## src/design/las_pkg.sv

```systemverilog
package las_pkg;

  localparam int SCORE_W   = 14;
  localparam int CAND_W    = 16;
  localparam int ROW_W     = 6;
  localparam int BASE_W    = 3;
  localparam int TRACE_W   = 3;
  localparam int CFG_IDX_W = 2;
  localparam int CFG_W     = 8;
  localparam int GAP_W     = 7;

  localparam int MAX_QUERY_DEF = 32;

  localparam logic [SCORE_W-1:0] SCORE_MAX = {SCORE_W{1'b1}};

  // Base codes.
  localparam logic [BASE_W-1:0] BASE_A     = 3'd0;
  localparam logic [BASE_W-1:0] BASE_C     = 3'd1;
  localparam logic [BASE_W-1:0] BASE_G     = 3'd2;
  localparam logic [BASE_W-1:0] BASE_T     = 3'd3;
  localparam logic [BASE_W-1:0] BASE_OTHER = 3'd4;

  // Operations carried by the opcode field.
  localparam logic OP_LOAD   = 1'b0;
  localparam logic OP_TARGET = 1'b1;

  // Configuration register indexes.
  localparam logic [CFG_IDX_W-1:0] REG_MATCH    = 2'd0;
  localparam logic [CFG_IDX_W-1:0] REG_MISMATCH = 2'd1;
  localparam logic [CFG_IDX_W-1:0] REG_GAP      = 2'd2;

  localparam logic signed [CFG_W-1:0] MATCH_RESET    = 8'sd1;
  localparam logic signed [CFG_W-1:0] MISMATCH_RESET = -8'sd1;
  localparam logic [GAP_W-1:0]        GAP_RESET      = 7'd1;

  // Trace bits.
  localparam int TR_DIAG = 0;
  localparam int TR_UP   = 1;
  localparam int TR_LEFT = 2;

  typedef enum logic [1:0] {
    PAIR_NONE,
    PAIR_MATCH,
    PAIR_MISMATCH
  } pair_kind_t;

  typedef struct packed {
    logic clear;
    logic rd_en;
    logic wr_en;
  } col_ctl_t;

  function automatic logic [BASE_W-1:0] norm_base(input logic [BASE_W-1:0] b);
    norm_base = (b > BASE_OTHER) ? BASE_OTHER : b;
  endfunction

  function automatic pair_kind_t pair_kind(input logic [BASE_W-1:0] q,
                                           input logic [BASE_W-1:0] t);
    pair_kind_t k;
    k = PAIR_MISMATCH;
    if (q >= BASE_OTHER || t >= BASE_OTHER) begin
      k = PAIR_NONE;
    end else if ((q == BASE_A && t == BASE_T) || (q == BASE_T && t == BASE_A) ||
                 (q == BASE_C && t == BASE_G) || (q == BASE_G && t == BASE_C) ||
                 (q == BASE_G && t == BASE_T) || (q == BASE_T && t == BASE_G)) begin
      k = PAIR_MATCH;
    end
    pair_kind = k;
  endfunction

endpackage

```

## src/design/las_cell.sv

```systemverilog
module las_cell (
  input  logic [las_pkg::BASE_W-1:0]         qbase,
  input  logic [las_pkg::BASE_W-1:0]         tbase,
  input  logic signed [las_pkg::CFG_W-1:0]   match_score,
  input  logic signed [las_pkg::CFG_W-1:0]   mismatch_score,
  input  logic [las_pkg::GAP_W-1:0]          gap_cost,
  input  logic [las_pkg::SCORE_W-1:0]        diag,
  input  logic [las_pkg::SCORE_W-1:0]        up,
  input  logic [las_pkg::SCORE_W-1:0]        left,
  output logic [las_pkg::SCORE_W-1:0]        best,
  output logic [las_pkg::TRACE_W-1:0]        trace
);
  import las_pkg::*;

  logic signed [CFG_W-1:0]  pair;
  logic signed [CAND_W-1:0] c_diag;
  logic signed [CAND_W-1:0] c_up;
  logic signed [CAND_W-1:0] c_left;
  logic signed [CAND_W-1:0] top;

  localparam logic signed [CAND_W-1:0] SAT_LIM = $signed({2'b00, SCORE_MAX});

  function automatic logic signed [CAND_W-1:0] sat(input logic signed [CAND_W-1:0] v);
    sat = (v > SAT_LIM) ? SAT_LIM : v;
  endfunction

  always_comb begin
    unique case (pair_kind(qbase, tbase))
      PAIR_MATCH:    pair = match_score;
      PAIR_MISMATCH: pair = mismatch_score;
      default:       pair = '0;
    endcase
  end

  assign c_diag = sat($signed({2'b00, diag}) + $signed({{(CAND_W-CFG_W){pair[CFG_W-1]}}, pair}));
  assign c_up   = sat($signed({2'b00, up})   - $signed({{(CAND_W-GAP_W){1'b0}}, gap_cost}));
  assign c_left = sat($signed({2'b00, left}) - $signed({{(CAND_W-GAP_W){1'b0}}, gap_cost}));

  always_comb begin
    top = c_diag;
    if (c_up > top) begin
      top = c_up;
    end
    if (c_left > top) begin
      top = c_left;
    end
    best  = '0;
    trace = '0;
    // A maximum of zero or below ends the local alignment here.
    if (top > 0) begin
      best           = top[SCORE_W-1:0];
      trace[TR_DIAG] = (c_diag == top);
      trace[TR_UP]   = (c_up == top);
      trace[TR_LEFT] = (c_left == top);
    end
  end

endmodule

```

## src/design/las_colmem.sv

```systemverilog
module las_colmem #(
  parameter int DEPTH = las_pkg::MAX_QUERY_DEF,
  parameter int AW    = 5
) (
  input  logic                         clk,
  input  logic                         rst,
  input  las_pkg::col_ctl_t            ctl,
  input  logic [AW-1:0]                rd_addr,
  input  logic [AW-1:0]                wr_addr,
  input  logic [las_pkg::SCORE_W-1:0]  wr_data,
  output logic [las_pkg::SCORE_W-1:0]  rd_data
);
  import las_pkg::*;

  logic [SCORE_W-1:0] mem [DEPTH];
  logic [DEPTH-1:0]   valid;
  logic [SCORE_W-1:0] rd_raw;
  logic               rd_hit;

  // Valid bits stand in for clearing the column: an entry not written
  // since the last clear reads as zero.
  always_ff @(posedge clk) begin
    if (rst) begin
      valid <= '0;
    end else if (ctl.clear) begin
      valid <= '0;
    end else if (ctl.wr_en) begin
      valid[wr_addr] <= 1'b1;
    end
  end

  always_ff @(posedge clk) begin
    if (ctl.wr_en) begin
      mem[wr_addr] <= wr_data;
    end
  end

  always_ff @(posedge clk) begin
    if (rst) begin
      rd_hit <= 1'b0;
    end else if (ctl.rd_en) begin
      rd_hit <= valid[rd_addr] & ~ctl.clear;
    end
  end

  always_ff @(posedge clk) begin
    if (ctl.rd_en) begin
      rd_raw <= mem[rd_addr];
    end
  end

  assign rd_data = rd_hit ? rd_raw : '0;

endmodule

```

## src/design/local_alignment_score_column.sv

```systemverilog
// Local alignment score column.
// Input channel (in_valid / in_stall): each item carries opcode, base and
// first. A load item appends a query base to the query store (first restarts
// the query) and gives no result. A target item computes one column of the
// score matrix, one result per query row, top to bottom.
// Output channel (out_valid / out_stall): row, score, trace and last, with
// last set on the final row of the column.
// A target item reads the first row, passes each row through the single cell
// unit, and then stores the bottom cell. After acceptance the first row is
// read, and its result is then registered to the output. The next item is
// taken once the column is finished. in_stall is high while a column is being
// worked on. A stalled output holds its result and freezes the column walk
// until it is taken. Configuration is written through cfg_write / cfg_index /
// cfg_data; the user must write it only while the block is idle, since the
// block itself does not enforce this.
// Reset clears the query length, the previous column and the registers to
// match 1, mismatch -1 and gap 1.
module local_alignment_score_column #(
  parameter int MAX_QUERY = las_pkg::MAX_QUERY_DEF
) (
  input  logic                              clk,
  input  logic                              rst,
  input  logic                              cfg_write,
  input  logic [las_pkg::CFG_IDX_W-1:0]     cfg_index,
  input  logic [las_pkg::CFG_W-1:0]         cfg_data,
  input  logic                              in_valid,
  output logic                              in_stall,
  input  logic                              opcode,
  input  logic [las_pkg::BASE_W-1:0]        base,
  input  logic                              first,
  output logic                              out_valid,
  input  logic                              out_stall,
  output logic [las_pkg::ROW_W-1:0]         row,
  output logic [las_pkg::SCORE_W-1:0]       score,
  output logic [las_pkg::TRACE_W-1:0]       trace,
  output logic                              last
);
  import las_pkg::*;

  localparam int AW = (MAX_QUERY > 1) ? $clog2(MAX_QUERY) : 1;
  localparam int LW = $clog2(MAX_QUERY + 1);

  localparam logic [1:0] ST_IDLE = 2'd0;
  localparam logic [1:0] ST_RUN  = 2'd1;
  localparam logic [1:0] ST_FIN  = 2'd2;

  logic [1:0]               state;
  logic signed [CFG_W-1:0]  match_score;
  logic signed [CFG_W-1:0]  mismatch_score;
  logic [GAP_W-1:0]         gap_cost;

  logic [LW-1:0]            qlen;
  logic [AW-1:0]            idx;
  logic [SCORE_W-1:0]       diag_val;
  logic [SCORE_W-1:0]       up_val;
  logic [BASE_W-1:0]        tbase;

  logic [BASE_W-1:0]        qmem [MAX_QUERY];
  logic [BASE_W-1:0]        q_rd;

  logic                     accept_in;
  logic                     do_load;
  logic                     do_target;
  logic                     start;
  logic                     advance;
  logic                     last_row;
  logic [LW-1:0]            row_num;
  logic                     q_wr_en;
  logic [AW-1:0]            q_wr_addr;
  logic [AW-1:0]            rd_addr;
  logic [AW-1:0]            col_wr_addr;
  col_ctl_t                 col_ctl;
  logic [SCORE_W-1:0]       left_val;
  logic [SCORE_W-1:0]       cell_best;
  logic [TRACE_W-1:0]       cell_trace;

  assign in_stall  = (state != ST_IDLE);
  assign accept_in = in_valid & ~in_stall;
  assign do_load   = accept_in & (opcode == OP_LOAD);
  assign do_target = accept_in & (opcode == OP_TARGET);
  assign start     = do_target & (qlen != '0);
  assign advance   = (state == ST_RUN) & (~out_valid | ~out_stall);
  assign row_num   = LW'(idx) + LW'(1);
  assign last_row  = (row_num == qlen);

  // Configuration registers.
  always_ff @(posedge clk) begin
    if (rst) begin
      match_score    <= MATCH_RESET;
      mismatch_score <= MISMATCH_RESET;
      gap_cost       <= GAP_RESET;
    end else if (cfg_write) begin
      unique case (cfg_index)
        REG_MATCH:    match_score    <= $signed(cfg_data);
        REG_MISMATCH: mismatch_score <= $signed(cfg_data);
        REG_GAP:      gap_cost       <= cfg_data[GAP_W-1:0];
        default: ;
      endcase
    end
  end

  // Query store. A load beyond a full store is dropped unless it restarts.
  assign q_wr_en   = do_load & (first | (qlen != LW'(MAX_QUERY)));
  assign q_wr_addr = first ? '0 : qlen[AW-1:0];
  assign rd_addr   = start ? '0 : idx + AW'(1);

  always_ff @(posedge clk) begin
    if (q_wr_en) begin
      qmem[q_wr_addr] <= norm_base(base);
    end
  end

  always_ff @(posedge clk) begin
    if (col_ctl.rd_en) begin
      q_rd <= qmem[rd_addr];
    end
  end

  always_ff @(posedge clk) begin
    if (rst) begin
      qlen <= '0;
    end else if (q_wr_en) begin
      qlen <= (first ? '0 : qlen) + LW'(1);
    end
  end

  // Previous column: the cell at row i-1 is written back while row i+1 is read.
  assign col_ctl.clear = do_target & first;
  assign col_ctl.rd_en = start | (advance & ~last_row);
  assign col_ctl.wr_en = (advance & (idx != '0)) | (state == ST_FIN);
  assign col_wr_addr   = (state == ST_FIN) ? idx : idx - AW'(1);

  las_colmem #(
    .DEPTH (MAX_QUERY),
    .AW    (AW)
  ) u_colmem (
    .clk     (clk),
    .rst     (rst),
    .ctl     (col_ctl),
    .rd_addr (rd_addr),
    .wr_addr (col_wr_addr),
    .wr_data (up_val),
    .rd_data (left_val)
  );

  las_cell u_cell (
    .qbase          (q_rd),
    .tbase          (tbase),
    .match_score    (match_score),
    .mismatch_score (mismatch_score),
    .gap_cost       (gap_cost),
    .diag           (diag_val),
    .up             (up_val),
    .left           (left_val),
    .best           (cell_best),
    .trace          (cell_trace)
  );

  // Column sequencer.
  always_ff @(posedge clk) begin
    if (rst) begin
      state <= ST_IDLE;
      idx   <= '0;
    end else begin
      unique case (state)
        ST_IDLE: begin
          if (start) begin
            state <= ST_RUN;
            idx   <= '0;
          end
        end
        ST_RUN: begin
          if (advance) begin
            if (last_row) begin
              state <= ST_FIN;
            end else begin
              idx <= idx + AW'(1);
            end
          end
        end
        ST_FIN: begin
          state <= ST_IDLE;
        end
        default: begin
          state <= ST_IDLE;
        end
      endcase
    end
  end

  // The left value of this row is the diagonal value of the next one.
  always_ff @(posedge clk) begin
    if (start) begin
      diag_val <= '0;
      up_val   <= '0;
      tbase    <= norm_base(base);
    end else if (advance) begin
      diag_val <= left_val;
      up_val   <= cell_best;
    end
  end

  always_ff @(posedge clk) begin
    if (rst) begin
      out_valid <= 1'b0;
    end else if (advance) begin
      out_valid <= 1'b1;
    end else if (~out_stall) begin
      out_valid <= 1'b0;
    end
  end

  always_ff @(posedge clk) begin
    if (advance) begin
      row   <= ROW_W'(row_num);
      score <= cell_best;
      trace <= cell_trace;
      last  <= last_row;
    end
  end

`ifndef ASSERT_OFF
  a_col_no_clash: assert property (@(posedge clk) disable iff (rst)
    (col_ctl.rd_en && col_ctl.wr_en) |-> (rd_addr != col_wr_addr))
    else $error("column read and write hit the same entry");

  a_row_in_query: assert property (@(posedge clk) disable iff (rst)
    (state == ST_RUN) |-> (LW'(idx) < qlen))
    else $error("row counter beyond query length");

  a_fin_after_run: assert property (@(posedge clk) disable iff (rst)
    (state == ST_FIN) |-> ($past(state) == ST_RUN && $past(last_row)))
    else $error("column closed without finishing its last row");

  a_no_overwrite: assert property (@(posedge clk) disable iff (rst)
    (out_valid && out_stall) |-> !advance)
    else $error("result overwritten while stalled");
`endif

endmodule
```

## config.mk

```make
export PLATFORM = sky130hd
export DESIGN_NAME = local_alignment_score_column
export DESIGN_NICKNAME = d
export VERILOG_FILES = /design/src/design/las_pkg.sv /design/src/design/las_cell.sv /design/src/design/las_colmem.sv /design/src/design/local_alignment_score_column.sv
export SDC_FILE = /design/constraint.sdc
export NUM_CORES = 1
export LEC_CHECK = 0
export ABC_CLOCK_PERIOD_IN_PS = 10500
export BUFFER_PORTS_ARGS = -buffer_cell sky130_fd_sc_hd__buf_4
export CORE_UTILIZATION = 60
export DETAILED_ROUTE_END_ITERATION = 16
export PLACE_DENSITY = 0.77
export SLEW_MARGIN = 20
export SYNTH_ARGS = -nofsm -noshare
export SYNTH_HDL_FRONTEND = slang
export SYNTH_SLANG_ARGS = --single-unit
export TNS_END_PERCENT = 5
```

## constraint.sdc

```tcl
create_clock -name clk -period 10.5 [get_ports clk]
set_input_delay 3.15 -clock clk [delete_from_list [all_inputs] [get_ports clk]]
set_output_delay 3.15 -clock clk [all_outputs]
set_load 0.005 [all_outputs]
```

==> impl_results.md <==
- Gpl congestion: 0.9878
- Final worst path period share: 93.15%
- Commonest non-fill, non-tap cell in the layout: edfxtp_1
- Number of stages on the worst setup path: 33
- Clock tree from TritonCTS: done
- Maximum clock rate: roughly 100 MHz
- Number of warnings printed during yosys synthesis: 0
- Synth Area in XOR/XNOR: 1.963%
- Final count of pins violating max slew: 0
- Crit path buf inv count: 3
- Vias per Instance: around 6.7
- Post-route minimum period: 9.781 ns
- First DRT Iteration DRCs: 2384
- Worst stage delay on the critical path: 0.60 ns
- Clock slew seen by the registers of the worst setup and hold paths: 0.06 ns
- Critical path class: register to register
- Worst reg2reg path startpoint: tbase[0]$_DFFE_PP_
- Hold-critical path endpoint: u_colmem.valid[20]$_SDFFE_PP0N_
- Port-buffer cells: 45
- Hold path startpoint: u_colmem.valid[20]$_SDFFE_PP0N_
- Critical path fanouts, max: 11
- Core area: 0.05172 mm2
- Buffer type at the clock tree root: clkbuf_16
- Worst Max-Slew Pin Slew: 1.112 ns
- Residual overflow from global routing: 0
- Combinational family with the most area after synthesis: compound AO/OA/AOI/OAI gates
- Reg2Reg Setup Slack: 0.72 ns
- Via count: 21282
- I/O Pins: 46
- Die extent in x: 231.5 um
- Post-Syn Area: around 0.032 mm2
- Adder-cell share of the synthesized area: 2.881%
- Per-cell routed wire length: ~27 um
- Final setup fails: 0
- Number of placement rows: 83
- CTS H-tree lvls: 3
- Post-route clock skew: 0.02091 ns
- Total clock buffers created by CTS: 70
- Setup repair after global routing missed its margin: no
- Number of distinct library cells after synthesis: 94
- Endpoint of the worst register-to-register path: trace[0]$_SDFFCE_PP0P_
- Fraction of synthesis flops using an asynchronous set or reset pin: 0%
- Worst path arrival time: about 10 ns
- Synth Instances: 2373
- Die footprint: 0.05361 mm2
- Share of the yosys chip area belonging to registers: between 60% and 70%
- Maximum Capacitance Violations: 0
- Category of the worst setup path capture point: register
- Routed Wire Length: 86950 um
- Classification of the worst-slack hold path: register to register
- Global-route usage over all layers: 33.02%
- Via count of the first global-routing pass: 20758
- Final hold slack: 0.4598 ns
- Min-Delay Path Depth: 1
- Slew HR: 25.79%
- Proportion of layout cells with a drive suffix above 1: 16.55%
- ANT nets after route: 0
- Post-layout net count: 2532
- Antenna violations before repair: 1
- Half-perimeter wire length after detailed placement: roughly 55000 um
- Pin count of the biggest net entering global routing: between 150 and 200
- Starting density of the core: 61.13%
- Syn-to-layout area delta: 11.54%
- Register bit count reported by yosys: 686
- Total negative setup slack: 0 ns
- Top delay family on crit path: simple AND/OR/NAND/NOR gates
- Commonest non-fill, non-tap cells in the layout: 588 x edfxtp_1, 188 x nand2_1, 178 x o21ai_0
- Cell with the biggest individual delay on the critical path: a2111oi_0
- Total nets after synthesis: about 2500
- Multiplexer fraction of the synthesized cell area: under 10%
- Leakage power summed over all cells: 0.01223 uW
- Depth of the worst register-to-register path: 33
- CTS Buffer Depth: 3
- Count of flip-flops with a built-in enable after synthesis: 588
- Share of the synthesized area in compound gates (AO/OA/AOI/OAI): between 10% and 20%
- Cell mode on critical path: nor2_1
- Primary flip-flop cell chosen by synthesis mapping: edfxtp_1
- Count of endpoints failing hold in the final timing report: 0
- Synthesized area per cell: 13.32 um2
- Insertion delay of the later-clocked pin in the worst-skew pair: 0.62 ns
- Count of clock tree sinks: 686
- Basic-gate share of the synthesized area counting and, or, nand and nor cells: 10.74%
- Chip Height: 231.5 um
- Wire length of the first global-routing pass: 130200 um
- CP required: 10.98 ns
- Outcome: completed
- Max IR drop VDD: 0.3680 mV
- Post-route DRC: 0
- DRT Pass-1 Iters: 6
- Hold Buf Count CTS: 0
- Setup crit start: tbase[0]$_DFFE_PP_
- Crit path launch type: register
- Power density over the cells: around 310 mW/mm2
==> cell families after synthesis <==
| kind of cell | Yosys count |
|---|---|
| AND/OR/NAND/NOR | 677 |
| adder cells (fa/ha/maj) | 71 |
| XOR/XNOR | 70 |
| multiplexers | 135 |
| flip-flops | 686 |
| buffers and inverters | 199 |
| AO/OA/AOI/OAI | 535 |
==> layout make-up <==
class	count	area [um2]
inverter	56	215.2
multi-input combinational	1488	11220
antenna	2	5.005
tap	680	850.8
clock buffer	87	1877
clock inverter	40	377.9
sequential	686	19620
timing repair buffer	139	1089
fill	3530	16450
==> registers in the layout, summed over array words and instances (netlist names), 2 cells and up <==
| signal | cells |
|---|---|
| u_colmem.rd_raw | 14 |
| score | 14 |
| gap_cost | 7 |
| u_colmem.valid | 32 |
| state | 2 |
| qmem | 96 |
| idx | 5 |
| qlen | 6 |
| mismatch_score | 8 |
| trace | 3 |
| q_rd | 3 |
| row | 6 |
| tbase | 3 |
| diag_val | 14 |
| match_score | 8 |
| up_val | 14 |
| u_colmem.mem | 448 |
==> layer usage <==
| layer | track usage [%] | share of wire [%] | up-vias |
|---|---|---|---|
| met5 | 0 | 0 | - |
| met4 | 12.95 | 3.7 | 0 |
| met3 | 5.229 | 7.6 | 191 |
| met2 | 53.33 | 48 | 1136 |
| met1 | 45.27 | 40 | 10694 |
| li1 | - | - | 9261 |
==> synth_stat cells, types with 12 or more instances <==
library cell	number	area share, %
o31ai_1	12	0.28
o21a_1	36	0.85
ha_1	68	2.7
o211ai_1	73	1.7
buf_2	18	0.28
or3_1	145	2.9
xnor2_1	43	1.2
a21oi_1	84	1.3
nor3_1	23	0.36
mux4_2	107	7.6
edfxtp_1	588	56
and2_1	12	0.24
nor2_1	175	2.1
o21ai_0	178	2.8
o22ai_1	17	0.34
xor2_1	26	0.72
nand3b_1	12	0.28
clkbuf_1	104	1.2
buf_1	12	0.14
nand3_1	31	0.49
inv_1	55	0.65
mux2i_1	21	0.66
nor2b_1	22	0.44
a211oi_1	12	0.28
dfxtp_1	98	6.2
nand2_1	188	2.2
==> repair_timing <==
| action | CTS | global route |
|---|---|---|
| gates resized for setup | 0 | 1 |
| buffers inserted | 0 | 0 |
| setup endpoints to repair | 0 | 2 |
==> worst reg2reg max path: cells and delay by family, from the launching register on <==
| kind | cells | cell delay [ns] |
|---|---|---|
| AND/OR/NAND/NOR | 15 | 3.63 |
| adder cells (fa/ha/maj) | 3 | 1.03 |
| AO/OA/AOI/OAI | 11 | 3.37 |
| XOR/XNOR | 1 | 0.36 |
| flip-flops | 1 | 0.40 |
| buffers and inverters | 3 | 0.86 |
==> metrics by stage <==
stage / cells / setup slack (ns) / power (uW) / util [%] / cell area (um2)
after floorplan: 2373 / 2.231 / 6703 / - / 31620
after global placement: 3048 / 1.176 / 8535 / 63.76 / 32980
after detailed placement: 3049 / 0.8273 / 8487 / 63.81 / 33000
after CTS: 3176 / 0.7574 / 10940 / 68.17 / 35260
after global routing: 3177 / 0.1267 / 11550 / 68.18 / 35260
final: 3178 / 0.7187 / 11030 / 68.18 / 35260
==> worst max-delay path by stage <==
| stage | endpoint |
|---|---|
| floorplan | trace[0]$_SDFFCE_PP0P_ |
| global placement | trace[0]$_SDFFCE_PP0P_ |
| detailed placement | trace[0]$_SDFFCE_PP0P_ |
| CTS | trace[0]$_SDFFCE_PP0P_ |
| global route | trace[0]$_SDFFCE_PP0P_ |
| finish | trace[0]$_SDFFCE_PP0P_ |
==> where the power goes <==
group | total [uW] | leakage, uW | switching, uW | internal (uW)
clock network | 2460 | 0.00110 | 1060 | 1400
registers | 3260 | 0.00617 | 19.9 | 3240
logic | 5310 | 0.00496 | 3380 | 1930
Power figures use the tool's default switching activity.
